[config.mk]
export PLATFORM = sky130hd
export DESIGN_NAME = dsp_integer_alu_16_32_core_flat
export DESIGN_NICKNAME = d
export VERILOG_FILES = /design/src/rtl/ialu_pkg.sv /design/src/rtl/ialu_if.sv /design/src/rtl/dsp_integer_alu_16_32_core.sv /design/src/rtl/ialu_decode.sv /design/src/rtl/ialu_exec.sv /design/src/rtl/ialu_flags.sv /design/src/flat_wrapper.sv
export SDC_FILE = /design/constraint.sdc
export NUM_CORES = 1
export LEC_CHECK = 0
export BUFFER_PORTS_ARGS = -buffer_cell sky130_fd_sc_hd__buf_2
export CAP_MARGIN = 20
export CORE_ASPECT_RATIO = 0.8
export CORE_MARGIN = 3
export CORE_UTILIZATION = 30
export DETAILED_ROUTE_END_ITERATION = 8
export HOLD_SLACK_MARGIN = 0.06
export SYNTH_ARGS = -nofsm -noshare
export SYNTH_HDL_FRONTEND = slang
export SYNTH_SLANG_ARGS = --single-unit
[constraint.sdc]
create_clock -name i_clk -period 7.8 [get_ports i_clk]
set_input_delay 0.39 -clock i_clk [delete_from_list [all_inputs] [get_ports i_clk]]
set_output_delay 0.39 -clock i_clk [all_outputs]
set_load 0.1 [all_outputs]
[src/rtl/ialu_pkg.sv]
// ----------------------------------------------------------------------------
// ialu_pkg
// Opcodes, operation classes, stage payload types and helper functions
// shared by the integer ALU pipeline.
// ----------------------------------------------------------------------------
package ialu_pkg;

    localparam int DATA_W = 32;
    localparam int HALF_W = 16;
    localparam int ACT_W  = 4;
    localparam int SH_W   = 5;

    localparam logic [ACT_W-1:0] ACT_ADD    = 4'd0;
    localparam logic [ACT_W-1:0] ACT_SLL    = 4'd1;
    localparam logic [ACT_W-1:0] ACT_SUBREV = 4'd2;
    localparam logic [ACT_W-1:0] ACT_CRADD  = 4'd3;
    localparam logic [ACT_W-1:0] ACT_SUB    = 4'd4;
    localparam logic [ACT_W-1:0] ACT_RSV    = 4'd5;
    localparam logic [ACT_W-1:0] ACT_ANDNOT = 4'd6;
    localparam logic [ACT_W-1:0] ACT_CMP    = 4'd7;
    localparam logic [ACT_W-1:0] ACT_XOR    = 4'd8;
    localparam logic [ACT_W-1:0] ACT_ROR    = 4'd9;
    localparam logic [ACT_W-1:0] ACT_OR     = 4'd10;
    localparam logic [ACT_W-1:0] ACT_ROL    = 4'd11;
    localparam logic [ACT_W-1:0] ACT_SRL    = 4'd12;
    localparam logic [ACT_W-1:0] ACT_SRA    = 4'd13;
    localparam logic [ACT_W-1:0] ACT_AND    = 4'd14;
    localparam logic [ACT_W-1:0] ACT_BTST   = 4'd15;

    typedef enum logic [3:0] {
        OPC_ADD,
        OPC_SUB,
        OPC_CRADD,
        OPC_SLL,
        OPC_SRL,
        OPC_SRA,
        OPC_ROR,
        OPC_LOGIC,
        OPC_RSV
    } t_op_class;

    typedef enum logic [1:0] {
        LOG_AND,
        LOG_OR,
        LOG_XOR
    } t_logic_op;

    typedef struct packed {
        t_op_class          op_class;
        t_logic_op          logic_op;
        logic [DATA_W-1:0]  opd_a;
        logic [DATA_W-1:0]  opd_b;
        logic [SH_W-1:0]    shamt;
        logic               full_width;
        logic               carry_in;
        logic               ext_en;
        logic               mask_en;
        logic               write_en;
        logic               reserved;
        logic               rol;
    } t_dec;

    typedef struct packed {
        logic [DATA_W-1:0]  value;
        logic               carry;
        logic               overflow;
        logic               carry_in;
        logic               ext_en;
        logic               mask_en;
        logic               write_en;
        logic               reserved;
        logic               rol;
    } t_exe;

    function automatic logic [DATA_W-1:0] ext16(input logic [DATA_W-1:0] v);
        return {{(DATA_W-HALF_W){v[HALF_W-1]}}, v[HALF_W-1:0]};
    endfunction

    function automatic logic [DATA_W-1:0] rev32(input logic [DATA_W-1:0] v);
        logic [DATA_W-1:0] r;
        for (int i = 0; i < DATA_W; i++) begin
            r[i] = v[DATA_W-1-i];
        end
        return r;
    endfunction

endpackage

[src/rtl/ialu_if.sv]
// ----------------------------------------------------------------------------
// ialu_if
// Valid/ready channels for operation items entering the ALU and result
// items leaving it.
// ----------------------------------------------------------------------------
interface ialu_in_if;
    logic                              valid;
    logic                              ready;
    logic [ialu_pkg::ACT_W-1:0]        action;
    logic                              full_width;
    logic [ialu_pkg::DATA_W-1:0]       operand_s;
    logic [ialu_pkg::DATA_W-1:0]       operand_t;
    logic                              carry_in;

    modport source (
        output valid, action, full_width, operand_s, operand_t, carry_in,
        input  ready
    );
    modport sink (
        input  valid, action, full_width, operand_s, operand_t, carry_in,
        output ready
    );
endinterface

interface ialu_out_if;
    logic                              valid;
    logic                              ready;
    logic [ialu_pkg::DATA_W-1:0]       result_value;
    logic                              write_result;
    logic                              flag_negative;
    logic                              flag_zero;
    logic                              flag_carry;
    logic                              flag_overflow;
    logic                              reserved_op;

    modport source (
        output valid, result_value, write_result, flag_negative, flag_zero,
               flag_carry, flag_overflow, reserved_op,
        input  ready
    );
    modport sink (
        input  valid, result_value, write_result, flag_negative, flag_zero,
               flag_carry, flag_overflow, reserved_op,
        output ready
    );
endinterface

[src/rtl/dsp_integer_alu_16_32_core.sv]
// ----------------------------------------------------------------------------
// dsp_integer_alu_16_32_core
// Integer ALU with N, Z, C and V flags, 16-bit and 32-bit modes.
// ----------------------------------------------------------------------------
// Takes one operation item per clock while the output is not stalled and
// returns one result item for each, in order. Items pass in turn through
// the three register stages: decode and operand preparation, the execute
// unit (adder, shifter, logic), and the flag and output register.
// Back-pressure on the output stalls the stages in turn; each stage takes
// a new item whenever it is empty or being emptied.
// ----------------------------------------------------------------------------
module dsp_integer_alu_16_32_core (
    input  logic        i_clk,
    input  logic        i_rst_n,
    ialu_in_if.sink     i_in,
    ialu_out_if.source  o_res
);

    ialu_pkg::t_dec     dec;
    logic               dec_valid;
    logic               dec_ready;
    ialu_pkg::t_exe     exe;
    logic               exe_valid;
    logic               exe_ready;

    ialu_decode u_decode (
        .i_clk   (i_clk),
        .i_rst_n (i_rst_n),
        .i_in    (i_in),
        .o_dec   (dec),
        .o_valid (dec_valid),
        .i_ready (dec_ready)
    );

    ialu_exec u_exec (
        .i_clk   (i_clk),
        .i_rst_n (i_rst_n),
        .i_dec   (dec),
        .i_valid (dec_valid),
        .o_ready (dec_ready),
        .o_exe   (exe),
        .o_valid (exe_valid),
        .i_ready (exe_ready)
    );

    ialu_flags u_flags (
        .i_clk   (i_clk),
        .i_rst_n (i_rst_n),
        .i_exe   (exe),
        .i_valid (exe_valid),
        .o_ready (exe_ready),
        .o_res   (o_res)
    );

endmodule

[src/rtl/ialu_decode.sv]
// ----------------------------------------------------------------------------
// ialu_decode
// First stage: decode the opcode into an operation class and prepare the
// operands (swap, reverse, width truncation, sign extension).
// ----------------------------------------------------------------------------
module ialu_decode (
    input  logic                i_clk,
    input  logic                i_rst_n,
    ialu_in_if.sink             i_in,
    output ialu_pkg::t_dec      o_dec,
    output logic                o_valid,
    input  logic                i_ready
);

    logic               r_valid;
    ialu_pkg::t_dec     r_dec;
    ialu_pkg::t_dec     n_dec;
    logic [ialu_pkg::DATA_W-1:0] s_trunc;

    assign i_in.ready = !r_valid || i_ready;
    assign s_trunc = i_in.full_width ? i_in.operand_s
                   : {{(ialu_pkg::DATA_W-ialu_pkg::HALF_W){1'b0}},
                      i_in.operand_s[ialu_pkg::HALF_W-1:0]};

    always_comb begin
        n_dec            = '0;
        n_dec.op_class   = ialu_pkg::OPC_LOGIC;
        n_dec.logic_op   = ialu_pkg::LOG_AND;
        n_dec.opd_a      = i_in.operand_s;
        n_dec.opd_b      = i_in.operand_t;
        n_dec.shamt      = i_in.operand_t[ialu_pkg::SH_W-1:0];
        n_dec.full_width = i_in.full_width;
        n_dec.carry_in   = i_in.carry_in;
        n_dec.ext_en     = !i_in.full_width;
        n_dec.write_en   = 1'b1;
        case (i_in.action)
            ialu_pkg::ACT_ADD: begin
                n_dec.op_class = ialu_pkg::OPC_ADD;
            end
            ialu_pkg::ACT_ROL: begin
                n_dec.op_class = ialu_pkg::OPC_ADD;
                n_dec.opd_b    = i_in.operand_s;
                n_dec.rol      = 1'b1;
            end
            ialu_pkg::ACT_SUB: begin
                n_dec.op_class = ialu_pkg::OPC_SUB;
            end
            ialu_pkg::ACT_CMP: begin
                n_dec.op_class = ialu_pkg::OPC_SUB;
                n_dec.write_en = 1'b0;
            end
            ialu_pkg::ACT_SUBREV: begin
                n_dec.op_class = ialu_pkg::OPC_SUB;
                n_dec.opd_a    = i_in.operand_t;
                n_dec.opd_b    = i_in.operand_s;
            end
            ialu_pkg::ACT_CRADD: begin
                n_dec.op_class = ialu_pkg::OPC_CRADD;
                n_dec.opd_a    = ialu_pkg::rev32(i_in.operand_s);
                n_dec.opd_b    = ialu_pkg::rev32(i_in.operand_t);
            end
            ialu_pkg::ACT_SLL: begin
                n_dec.op_class = ialu_pkg::OPC_SLL;
                n_dec.ext_en   = 1'b0;
                n_dec.mask_en  = !i_in.full_width;
            end
            ialu_pkg::ACT_SRL: begin
                n_dec.op_class = ialu_pkg::OPC_SRL;
                n_dec.opd_a    = s_trunc;
                n_dec.ext_en   = 1'b0;
            end
            ialu_pkg::ACT_SRA: begin
                n_dec.op_class = ialu_pkg::OPC_SRA;
                n_dec.opd_a    = i_in.full_width ? i_in.operand_s
                                                 : ialu_pkg::ext16(i_in.operand_s);
                n_dec.ext_en   = 1'b0;
            end
            ialu_pkg::ACT_ROR: begin
                n_dec.op_class = ialu_pkg::OPC_ROR;
                n_dec.opd_a    = s_trunc;
            end
            ialu_pkg::ACT_RSV: begin
                n_dec.op_class = ialu_pkg::OPC_RSV;
                n_dec.write_en = 1'b0;
                n_dec.reserved = 1'b1;
            end
            ialu_pkg::ACT_ANDNOT: begin
                n_dec.opd_b    = ~i_in.operand_t;
            end
            ialu_pkg::ACT_XOR: begin
                n_dec.logic_op = ialu_pkg::LOG_XOR;
            end
            ialu_pkg::ACT_OR: begin
                n_dec.logic_op = ialu_pkg::LOG_OR;
            end
            ialu_pkg::ACT_AND: begin
                n_dec.logic_op = ialu_pkg::LOG_AND;
            end
            ialu_pkg::ACT_BTST: begin
                n_dec.write_en = 1'b0;
            end
            default: begin
                n_dec.op_class = ialu_pkg::OPC_RSV;
                n_dec.write_en = 1'b0;
                n_dec.reserved = 1'b1;
            end
        endcase
    end

    always_ff @(posedge i_clk) begin
        if (!i_rst_n) begin
            r_valid <= 1'b0;
        end else if (i_in.ready) begin
            r_valid <= i_in.valid;
        end
    end

    always_ff @(posedge i_clk) begin
        if (i_in.valid && i_in.ready) begin
            r_dec <= n_dec;
        end
    end

    assign o_dec   = r_dec;
    assign o_valid = r_valid;

endmodule

[src/rtl/ialu_exec.sv]
// ----------------------------------------------------------------------------
// ialu_exec
// Second stage: add and subtract units, barrel shifter, rotate and logic
// unit; produces the raw value with carry and overflow.
// ----------------------------------------------------------------------------
module ialu_exec (
    input  logic                i_clk,
    input  logic                i_rst_n,
    input  ialu_pkg::t_dec      i_dec,
    input  logic                i_valid,
    output logic                o_ready,
    output ialu_pkg::t_exe      o_exe,
    output logic                o_valid,
    input  logic                i_ready
);

    localparam int DW = ialu_pkg::DATA_W;
    localparam int HW = ialu_pkg::HALF_W;

    logic               r_valid;
    ialu_pkg::t_exe     r_exe;
    ialu_pkg::t_exe     n_exe;
    logic [DW:0]        sum;
    logic [DW:0]        dif;
    logic               add_c16;
    logic               sub_b16;
    logic               a_top;
    logic               b_top;
    logic               sum_top;
    logic               dif_top;
    logic [DW-1:0]      a;
    logic [DW-1:0]      b;

    assign o_ready = !r_valid || i_ready;

    assign a       = i_dec.opd_a;
    assign b       = i_dec.opd_b;
    assign sum     = {1'b0, a} + {1'b0, b};
    assign dif     = {1'b0, a} - {1'b0, b};
    assign add_c16 = sum[HW] ^ a[HW] ^ b[HW];
    assign sub_b16 = dif[HW] ^ a[HW] ^ b[HW];
    assign a_top   = i_dec.full_width ? a[DW-1]   : a[HW-1];
    assign b_top   = i_dec.full_width ? b[DW-1]   : b[HW-1];
    assign sum_top = i_dec.full_width ? sum[DW-1] : sum[HW-1];
    assign dif_top = i_dec.full_width ? dif[DW-1] : dif[HW-1];

    always_comb begin
        n_exe          = '0;
        n_exe.carry_in = i_dec.carry_in;
        n_exe.ext_en   = i_dec.ext_en;
        n_exe.mask_en  = i_dec.mask_en;
        n_exe.write_en = i_dec.write_en;
        n_exe.reserved = i_dec.reserved;
        n_exe.rol      = i_dec.rol;
        case (i_dec.op_class)
            ialu_pkg::OPC_ADD: begin
                n_exe.value    = sum[DW-1:0];
                n_exe.carry    = i_dec.full_width ? sum[DW] : add_c16;
                n_exe.overflow = (a_top == b_top) && (a_top != sum_top);
            end
            ialu_pkg::OPC_SUB: begin
                n_exe.value    = dif[DW-1:0];
                n_exe.carry    = i_dec.full_width ? dif[DW] : sub_b16;
                n_exe.overflow = (a_top != b_top) && (a_top != dif_top);
            end
            ialu_pkg::OPC_CRADD: begin
                n_exe.value = ialu_pkg::rev32(sum[DW-1:0]);
                n_exe.carry = sum[DW];
            end
            ialu_pkg::OPC_SLL: begin
                n_exe.value = a << i_dec.shamt;
            end
            ialu_pkg::OPC_SRL: begin
                n_exe.value = a >> i_dec.shamt;
            end
            ialu_pkg::OPC_SRA: begin
                n_exe.value = DW'($signed(a) >>> i_dec.shamt);
            end
            ialu_pkg::OPC_ROR: begin
                n_exe.value = {1'b0, a[DW-1:1]};
                if (i_dec.full_width) begin
                    n_exe.value[DW-1] = i_dec.carry_in;
                end else begin
                    n_exe.value[HW-1] = i_dec.carry_in;
                end
                n_exe.carry = a[0];
            end
            ialu_pkg::OPC_LOGIC: begin
                case (i_dec.logic_op)
                    ialu_pkg::LOG_OR:  n_exe.value = a | b;
                    ialu_pkg::LOG_XOR: n_exe.value = a ^ b;
                    default:           n_exe.value = a & b;
                endcase
            end
            default: begin
                n_exe.value = '0;
            end
        endcase
    end

    always_ff @(posedge i_clk) begin
        if (!i_rst_n) begin
            r_valid <= 1'b0;
        end else if (o_ready) begin
            r_valid <= i_valid;
        end
    end

    always_ff @(posedge i_clk) begin
        if (i_valid && o_ready) begin
            r_exe <= n_exe;
        end
    end

    assign o_exe   = r_exe;
    assign o_valid = r_valid;

endmodule

[src/rtl/ialu_flags.sv]
// ----------------------------------------------------------------------------
// ialu_flags
// Third stage: width fix-up, rotate-left carry insertion, N and Z flags,
// write masking; holds the output register.
// ----------------------------------------------------------------------------
module ialu_flags (
    input  logic                i_clk,
    input  logic                i_rst_n,
    input  ialu_pkg::t_exe      i_exe,
    input  logic                i_valid,
    output logic                o_ready,
    ialu_out_if.source          o_res
);

    localparam int DW = ialu_pkg::DATA_W;
    localparam int HW = ialu_pkg::HALF_W;

    logic               r_valid;
    logic [DW-1:0]      r_result;
    logic               r_write;
    logic               r_neg;
    logic               r_zero;
    logic               r_carry;
    logic               r_ovf;
    logic               r_rsv;
    logic [DW-1:0]      n_val;
    logic [DW-1:0]      n_result;

    assign o_ready = !r_valid || o_res.ready;

    always_comb begin
        if (i_exe.ext_en) begin
            n_val = ialu_pkg::ext16(i_exe.value);
        end else if (i_exe.mask_en) begin
            n_val = {{(DW-HW){1'b0}}, i_exe.value[HW-1:0]};
        end else begin
            n_val = i_exe.value;
        end
        if (!i_exe.write_en) begin
            n_result = '0;
        end else if (i_exe.rol) begin
            n_result = n_val | {{(DW-1){1'b0}}, i_exe.carry_in};
        end else begin
            n_result = n_val;
        end
    end

    always_ff @(posedge i_clk) begin
        if (!i_rst_n) begin
            r_valid <= 1'b0;
        end else if (o_ready) begin
            r_valid <= i_valid;
        end
    end

    always_ff @(posedge i_clk) begin
        if (i_valid && o_ready) begin
            r_result <= n_result;
            r_write  <= i_exe.write_en;
            r_neg    <= !i_exe.reserved && n_val[DW-1];
            r_zero   <= !i_exe.reserved && (n_val == '0);
            r_carry  <= !i_exe.reserved && i_exe.carry;
            r_ovf    <= !i_exe.reserved && i_exe.overflow;
            r_rsv    <= i_exe.reserved;
        end
    end

    assign o_res.valid         = r_valid;
    assign o_res.result_value  = r_result;
    assign o_res.write_result  = r_write;
    assign o_res.flag_negative = r_neg;
    assign o_res.flag_zero     = r_zero;
    assign o_res.flag_carry    = r_carry;
    assign o_res.flag_overflow = r_ovf;
    assign o_res.reserved_op   = r_rsv;

endmodule

[src/flat_wrapper.sv]
// flat-port wrapper written by rule: the top's interface ports become plain ports
module dsp_integer_alu_16_32_core_flat 
  (i_clk, i_rst_n, i_in_valid, i_in_action, i_in_full_width, i_in_operand_s, i_in_operand_t, i_in_carry_in, i_in_ready, o_res_valid, o_res_result_value, o_res_write_result, o_res_flag_negative, o_res_flag_zero, o_res_flag_carry, o_res_flag_overflow, o_res_reserved_op, o_res_ready);
  ialu_in_if i_in_i ();
  ialu_out_if o_res_i ();
  input  logic i_clk;
  input  logic i_rst_n;
  input wire logic [$bits(i_in_i.valid)-1:0] i_in_valid;
  input wire logic [$bits(i_in_i.action)-1:0] i_in_action;
  input wire logic [$bits(i_in_i.full_width)-1:0] i_in_full_width;
  input wire logic [$bits(i_in_i.operand_s)-1:0] i_in_operand_s;
  input wire logic [$bits(i_in_i.operand_t)-1:0] i_in_operand_t;
  input wire logic [$bits(i_in_i.carry_in)-1:0] i_in_carry_in;
  output wire logic [$bits(i_in_i.ready)-1:0] i_in_ready;
  output wire logic [$bits(o_res_i.valid)-1:0] o_res_valid;
  output wire logic [$bits(o_res_i.result_value)-1:0] o_res_result_value;
  output wire logic [$bits(o_res_i.write_result)-1:0] o_res_write_result;
  output wire logic [$bits(o_res_i.flag_negative)-1:0] o_res_flag_negative;
  output wire logic [$bits(o_res_i.flag_zero)-1:0] o_res_flag_zero;
  output wire logic [$bits(o_res_i.flag_carry)-1:0] o_res_flag_carry;
  output wire logic [$bits(o_res_i.flag_overflow)-1:0] o_res_flag_overflow;
  output wire logic [$bits(o_res_i.reserved_op)-1:0] o_res_reserved_op;
  input wire logic [$bits(o_res_i.ready)-1:0] o_res_ready;
  assign i_in_i.valid = i_in_valid;
  assign i_in_i.action = i_in_action;
  assign i_in_i.full_width = i_in_full_width;
  assign i_in_i.operand_s = i_in_operand_s;
  assign i_in_i.operand_t = i_in_operand_t;
  assign i_in_i.carry_in = i_in_carry_in;
  assign i_in_ready = i_in_i.ready;
  assign o_res_valid = o_res_i.valid;
  assign o_res_result_value = o_res_i.result_value;
  assign o_res_write_result = o_res_i.write_result;
  assign o_res_flag_negative = o_res_i.flag_negative;
  assign o_res_flag_zero = o_res_i.flag_zero;
  assign o_res_flag_carry = o_res_i.flag_carry;
  assign o_res_flag_overflow = o_res_i.flag_overflow;
  assign o_res_reserved_op = o_res_i.reserved_op;
  assign o_res_i.ready = o_res_ready;
  dsp_integer_alu_16_32_core u_core (.i_clk(i_clk), .i_rst_n(i_rst_n), .i_in(i_in_i), .o_res(o_res_i));
endmodule
==> results of run 1 <==
==> cell families after synthesis <==
kind of cell	Yosys count
AO/OA/AOI/OAI	605
XOR/XNOR	52
buffers and inverters	279
adder cells (fa/ha/maj)	116
flip-flops	163
AND/OR/NAND/NOR	514
multiplexers	173
==> stage by stage <==
step           utilization [%]  power (mW)  instance area, sq um  hold slack [ns]
6_report                  34.2        3.72                 18600            0.111
5_1_grt                   34.2        3.88                 18600           0.0880
4_1_cts                   34.1        3.67                 18600           0.0777
3_5_place_dp              33.0        2.77                 17900            0.531
3_3_place_gp              33.0        2.76                 17900            0.526
2_1_floorplan                -        2.21                 16700            0.400
==> cells in the final DEF, fill, tap and decap left out, types with 23 or more instances in the layout <==
| cell | n |
|---|---|
| edfxtp_1 | 160 |
| nor2b_1 | 31 |
| buf_2 | 113 |
| nand3_1 | 48 |
| a221o_1 | 42 |
| a21oi_1 | 172 |
| nor3_1 | 35 |
| a221oi_1 | 23 |
| nand2_1 | 156 |
| a22oi_1 | 48 |
| xnor2_1 | 42 |
| mux4_2 | 52 |
| nor2_1 | 137 |
| o21ai_0 | 138 |
| o211ai_1 | 27 |
| inv_1 | 132 |
| buf_4 | 41 |
| mux2i_1 | 111 |
| ha_1 | 113 |
==> flip-flops by register name, summed over array words and instances, names as in the netlist <==
signal,flops
u_core.u_flags.o_res.reserved_op,1
u_core.u_exec.o_valid,1
u_core.u_flags.o_res.flag_negative,1
u_core.u_decode.o_dec,82
u_core.u_flags.o_res.result_value,32
u_core.u_flags.o_res.flag_overflow,1
u_core.u_exec.o_exe,40
u_core.u_flags.o_res.write_result,1
u_core.u_flags.o_res.valid,1
u_core.u_flags.o_res.flag_zero,1
u_core.u_decode.o_valid,1
u_core.u_flags.o_res.flag_carry,1
==> power breakdown <==
part	leakage (nW)	switching (mW)	total, mW	internal, mW
Combinational	5.32	1.09	1.66	0.562
Clock	0.301	0.338	0.898	0.560
Sequential	1.56	0.113	1.17	1.06
==> worst max-delay path, delay by kind of cell (launching register included) <==
kind,cells,cell delay [ns]
AOI/OAI and AO/OA,5,1.42
adders and majority gates,1,0.48
buffers and inverters,2,0.36
DFF,1,0.63
and+or+nand+nor,3,1.32
==> routing by layer <==
layer	wire length, microns	GRT usage (%)	part of all wire, %	vias to the layer above
met2	27200	31.7	40	1066
li1	-	-	-	7191
met3	9050	7.39	13	145
met5	13	0	0.019	-
met4	2190	7.08	3.2	2
met1	30200	33.3	44	7930
==> how the worst max path moves through the flow <==
stage	startpoint	cells past startpoint	end
finish	u_core.u_decode.o_dec[56]$_DFFE_PP_	11	u_core.u_exec.o_exe[6]$_DFFE_PP_
global route	u_core.u_decode.o_dec[50]$_DFFE_PP_	12	u_core.u_exec.o_exe[27]$_DFFE_PP_
global placement	u_core.u_decode.o_dec[50]$_DFFE_PP_	12	u_core.u_exec.o_exe[27]$_DFFE_PP_
floorplan	u_core.u_flags.o_res.valid$_SDFFE_PN0P_	2	u_core.u_decode.o_dec[0]$_DFFE_PP_
detailed placement	u_core.u_decode.o_dec[44]$_DFFE_PP_	12	u_core.u_exec.o_exe[7]$_DFFE_PP_
CTS	u_core.u_decode.o_dec[44]$_DFFE_PP_	12	u_core.u_exec.o_exe[7]$_DFFE_PP_
==> layout make-up <==
| type | count | share of cell area (%) |
|---|---|---|
| multi-input combinational | 1460 | 58.0 |
| sequential | 163 | 26.2 |
| clock buffer | 19 | 2.33 |
| inverter | 132 | 2.67 |
| tap | 741 | 4.99 |
| clock inverter | 12 | 1.01 |
| timing repair buffer | 156 | 4.82 |
==> results by group, run 1 <==
Status
  – Status: completed

Flow run
  – Max cap viols: 0

Setup path
  – CP max-delay cell: nor4bb_1
  – R2R Setup Slk: between 3 and 4 ns
  – Type of origin of the critical path: flip-flop
  – Critical path arrival: 4.66 ns
  – Critical Path Max Stage Delay: 0.71 ns
  – CP max FO: 13
  – CP Cell Sequence: inv_1 > ha_1 > inv_1 > a211o_1 > nor4bb_1 > nand4_1 > a21oi_1 > o21ai_1 > o211a_1 > or3_1 > a32o_1
  – Critical Setup Path Class: flip-flop to flip-flop
  – Worst flop-to-flop path startpoint: u_core.u_decode.o_dec[56]$_DFFE_PP_
  – FF-to-FF End: u_core.u_exec.o_exe[6]$_DFFE_PP_
  – Depth of the worst register-to-register path: 11
  – Crit end category: flip-flop
  – Worst EP required: ~8.0 ns
  – Crit path top cell by count: inv_1

Synth
  – Mean Syn Cell Area: 8.76 sq um
  – Synth area leaders: edfxtp_1 29%, ha_1 8.6%, mux4_2 7.0%
  – Compound-gate portion of the synthesized area: roughly a quarter
  – Largest family of logic cells by synthesized area: compound AO/OA/AOI/OAI gates
  – Synthesized-area fraction occupied by adder cells: 8.76%
  – Main synth FF type: edfxtp_1
  – Top cells by count, synth: 172 x a21oi_1, 160 x edfxtp_1, 156 x nand2_1
  – Mux share of post-synthesis cell area: 14.4%
  – XOR/XNOR Fraction of Synth Area: 2.73%
  – Post-Syn Instances: approximately 1,900
  – Post-synth top area cell: edfxtp_1
  – Flops & latches, synth: around 160
  – Sequential area share after synthesis: roughly 30%
  – Post-synthesis cell area: ~17,000 sq um
  – Post-synth EDFFs: 160
  – Library cells used by synthesis: 78
  – Post-synth top area share: between 20% and 30%
  – Syn nets: approximately 2,100
  – Async set-reset flop share out of synthesis: 0%
  – Synth Area in Simple Gates: 14.4%
  – Most frequent cell after synthesis: a21oi_1
  – Yosys warning total: 0

Cells and area
  – Final nets: between 2,000 and 2,500
  – Register area: approximately 4900 sq um
  – Layout cell share with drive strength beyond 1: 13.6%
  – Layout area overhead: 11.5%
  – Multi-input logic area: 10,800 sq um
  – Antenna diodes: 0
  – Final non-filler cell total: 2,683
  – Fillers: 5,620

Placement
  – Cells after DPL: roughly 2,700
  – DP HPWL: 52,800 microns
  – GP Congestion: 1.06
  – Dpl ws: 3.52 ns
  – Number of port buffers: 113

Global routing
  – Global Route Usage Sum: 22.8%
  – Largest net degree at the start of global routing: 72
  – Vias in the first global route: 15,012
  – First-pass GRT wire length: 100,000 microns
  – Initial antenna violation count: 4
  – GR Overflow Total: 0

Min path
  – Hold path depth: 1
  – Worst Hold Class: input pin to flip-flop
  – Min-delay src: i_in_carry_in
  – Hold endpoint: u_core.u_decode.o_dec[5]$_DFFE_PP_

Clocking
  – Hold_buf cts: 0
  – Clock Sinks: 163
  – Clk slew on worst S/H paths: 0.06 ns
  – Post_cts resized: 0
  – Worst-skew pair later-pin latency: 0.46 ns
  – CTS buffer count: 17
  – # H-tree levels: 4
  – CTS Buffer Depth: 2
  – CTS tree: yes
  – CTS Root Cell: clkbuf_16
  – Setup repair bufs after CTS: 0

Timing
  – Slew Viols, Final: 0
  – Worst-margin pin slew: ~1.0 ns
  – Fin crit share: 57.0%
  – Setup violators final: 0
  – Max Clock Skew: roughly 0.0096 ns
  – Setup tns final: 0 ns
  – Hold Vio Cnt, Final: 0
  – Unrepaired setup endpoints after global routing: false
  – Slew HR: 30.3%
  – Post-route setup slack: 3.36 ns
  – Final min period: 4.44 ns
  – Fmax achieved: 0.225 GHz

Routing
  – DR WL/cell: 25.6 microns
  – Via count: 16,334
  – Pre-antenna DRT Iters: 7
  – # DRC: 0
  – WL final: 68,600 microns
  – Via-to-Cell Ratio: 6.09
  – DRT antenna net count: 0
  – Iter 0 DRT Violations: 2,503

Floorplanning
  – Die span in x: approximately 270 microns
  – I/O pin count: 114
  – Core area: between 50,000 and 60,000 sq um
  – Die H: 217 microns
  – Die area: 58,400 sq um
  – # rows: 76
  – Initial core utilization: 30.6%

Pwr
  – Leakage: 7.18 nW
  – Power density cells: 200 nW/um^2
  – Max IR drop VDD: around 0.15 mV
No activity file was read; power rests on OpenSTA's default activity.
==> run 2: changes to the inputs <==
Clock period 7.8 ns to 4 ns, I/O delays scaled along.
==> results by group, run 2 (synthesis results as in run 1) <==
Status
  – Status: completed

Setup path
  – CP Cell Sequence: inv_1 > ha_1 > buf_4 > nor2_1 > nor4bb_1 > buf_4 > nand4_1 > a21oi_1 > o21ai_1 > o211a_1 > or3_1 > a32o_1
  – Crit path top cell by count: buf_4
  – Type of origin of the critical path: flip-flop
  – CP max FO: 9 (-4)
  – Critical path arrival: 4.05 ns (-0.61 ns)
  – Worst EP required: 4.22 ns (-3.79 ns)
  – Critical Path Max Stage Delay: 0.50 ns (-0.21 ns)
  – Critical Setup Path Class: flip-flop to flip-flop
  – Crit end category: flip-flop
  – R2R Setup Slk: 0.17 ns (-3.18 ns)
  – CP max-delay cell: edfxtp_1

Clocking
  – CTS tree: yes
  – Post_cts resized: 0 (unchanged)
  – Clock Sinks: 163 (unchanged)
  – Setup repair bufs after CTS: 0 (unchanged)
  – CTS Root Cell: clkbuf_16
  – CTS buffer count: 17 (unchanged)
  – Worst-skew pair later-pin latency: 0.47 ns (about the same)
  – # H-tree levels: 4 (unchanged)
  – Hold_buf cts: 16 (+16)
  – Clk slew on worst S/H paths: 0.08 ns (+0.02 ns)
  – CTS Buffer Depth: 2 (unchanged)

Routing
  – Iter 0 DRT Violations: 2,301 (-8.1%)
  – Via-to-Cell Ratio: 5.91 (-2.9%)
  – Via count: 16,583 (+1.5%)
  – # DRC: 0 (unchanged)
  – DR WL/cell: 25.4 microns (-0.89%)
  – WL final: 71,100 microns (+3.6%)
  – Pre-antenna DRT Iters: 8 (+1)
  – DRT antenna net count: 0 (unchanged)

Cells and area
  – Commonest non-fill, non-tap cell in the layout: a21oi_1
  – Commonest cells after routing, fill and taps aside: 172 x a21oi_1, 160 x edfxtp_1, 156 x nand2_1, 142 x buf_4, 138 x o21ai_0
  – Fillers: 5,619 (-0.018%)
  – Layout cell share with drive strength beyond 1: 18.3% (+4.6 points)
  – Layout area overhead: 17.2%
  – Max reg flops: 82 (unchanged)
  – Final nets: 2,241 (+5.7%)
  – Antenna diodes: 0 (unchanged)

Global routing
  – Global Route Usage Sum: 23.5% (+0.63 points)
  – Initial antenna violation count: 0 (-4)
  – First-pass GRT wire length: 103,000 microns (+2.2%)
  – Largest net degree at the start of global routing: 83 (+15%)
  – Vias in the first global route: 15,325 (+2.1%)
  – GR Overflow Total: 0 (unchanged)

Timing
  – Fmax achieved: 0.261 GHz (+16%)
  – Worst-margin pin slew: 1.03 ns (-0.0151 ns)
  – Hold Vio Cnt, Final: 0 (unchanged)
  – Post-route setup slack: 0.171 ns (-3.18 ns)
  – Setup tns final: 0 ns (unchanged)
  – Fin crit share: 95.7% (+39 points)
  – Slew HR: 31.3% (+1.0 points)
  – Setup violators final: 0 (unchanged)
  – Max Clock Skew: 0.0211 ns (+0.0116 ns)
  – Slew Viols, Final: 0 (unchanged)
  – Final min period: 3.83 ns (-0.615 ns)
  – Unrepaired setup endpoints after global routing: false

Floorplanning
  – Die H: 217 microns (unchanged)
  – # rows: 76 (unchanged)
  – I/O pin count: 114 (unchanged)
  – Die area: 58,400 sq um (unchanged)
  – Die span in x: 269 microns (unchanged)
  – Core area: 54,400 sq um (unchanged)
  – Initial core utilization: 30.6% (unchanged)

Pwr
  – Leakage: 7.75 nW (+7.8%)
  – Power density cells: 378 nW/um^2 (+89%)
  – Max IR drop VDD: 0.190 mV (+27%)

Placement
  – Dpl ws: 0.256 ns (-3.27 ns)
  – Number of port buffers: 113 (unchanged)
  – DP HPWL: 57,000 microns (+8.0%)
  – GP Congestion: 1.05 (-1.0%)

Min path
  – Worst Hold Class: input pin to flip-flop

Flow run
  – Max cap viols: 0 (unchanged)
-- run 2: cell count changes in the layout (fill, tap and decap cells not counted), moves of 2 or more --
cell	before	now
clkbuf_1	2	0
clkinv_1	4	0
inv_8	0	5
clkinv_4	2	0
bufinv_16	5	0
clkinvlp_4	0	3
dlygate4sd3_1	0	16
buf_4	41	142
inv_6	0	6
buf_12	0	5
-- run 2: worst max-delay path: cells and delay by family, from the launching register on --
| family | cells | cell delay, ns |
|---|---|---|
| DFF | 1 | 0.50 |
| adders and majority gates | 1 | 0.44 |
| and+or+nand+nor | 4 | 0.97 |
| buffers and inverters | 3 | 0.59 |
| AOI/OAI and AO/OA | 4 | 1.08 |
-- run 2: worst paths after layout --
kind                                       start  cells past startpoint                                                  to
max          u_core.u_decode.o_dec[27]$_DFFE_PP_                     12                    u_core.u_exec.o_exe[6]$_DFFE_PP_
min                           i_in_operand_s[24]                      3                 u_core.u_decode.o_dec[68]$_DFFE_PP_
max reg2reg  u_core.u_decode.o_dec[27]$_DFFE_PP_                     12                    u_core.u_exec.o_exe[6]$_DFFE_PP_
min reg2reg    u_core.u_exec.o_exe[11]$_DFFE_PP_                      1  u_core.u_flags.o_res.result_value[3]$_SDFFCE_PN0P_
-- run 2: area by class of cell --
| type | count | area [sq um] | area share [%] |
|---|---|---|---|
| clock buffers | 17 | 425 | 2.18 |
| clock inverters | 15 | 136 | 0.699 |
| inverters | 132 | 495 | 2.54 |
| multi-input cells | 1460 | 10800 | 55.2 |
| flip-flops and latches | 163 | 4860 | 24.9 |
| well taps | 741 | 927 | 4.75 |
| repair buffers | 277 | 1900 | 9.75 |
-- run 2: where the power goes --
group	internal (mW)	switching [mW]
Combinational	1.31	2.25
Clock	0.823	0.757
Sequential	2.06	0.181
-- run 2: layer usage --
metal | wire length, microns | track usage (%)
met5 | 0 | 0
met4 | 2310 | 7.46
met3 | 9550 | 9.30
met2 | 27800 | 32.0
met1 | 31500 | 33.5
-- run 2: through the flow --
| stage | util, % | cells | total power [mW] | hold WS, ns | cell area, sq um |
|---|---|---|---|---|---|
| after floorplan | - | 1902 | 4.31 | 0.299 | 16700 |
| after global placement | 34.5 | 2754 | 5.68 | 0.406 | 18800 |
| after detailed placement | 34.5 | 2756 | 5.68 | 0.410 | 18800 |
| after CTS | 35.9 | 2804 | 7.29 | 0.0605 | 19500 |
| after global routing | 35.9 | 2805 | 7.71 | 0.0751 | 19500 |
| final | 35.9 | 2805 | 7.38 | 0.0863 | 19500 |
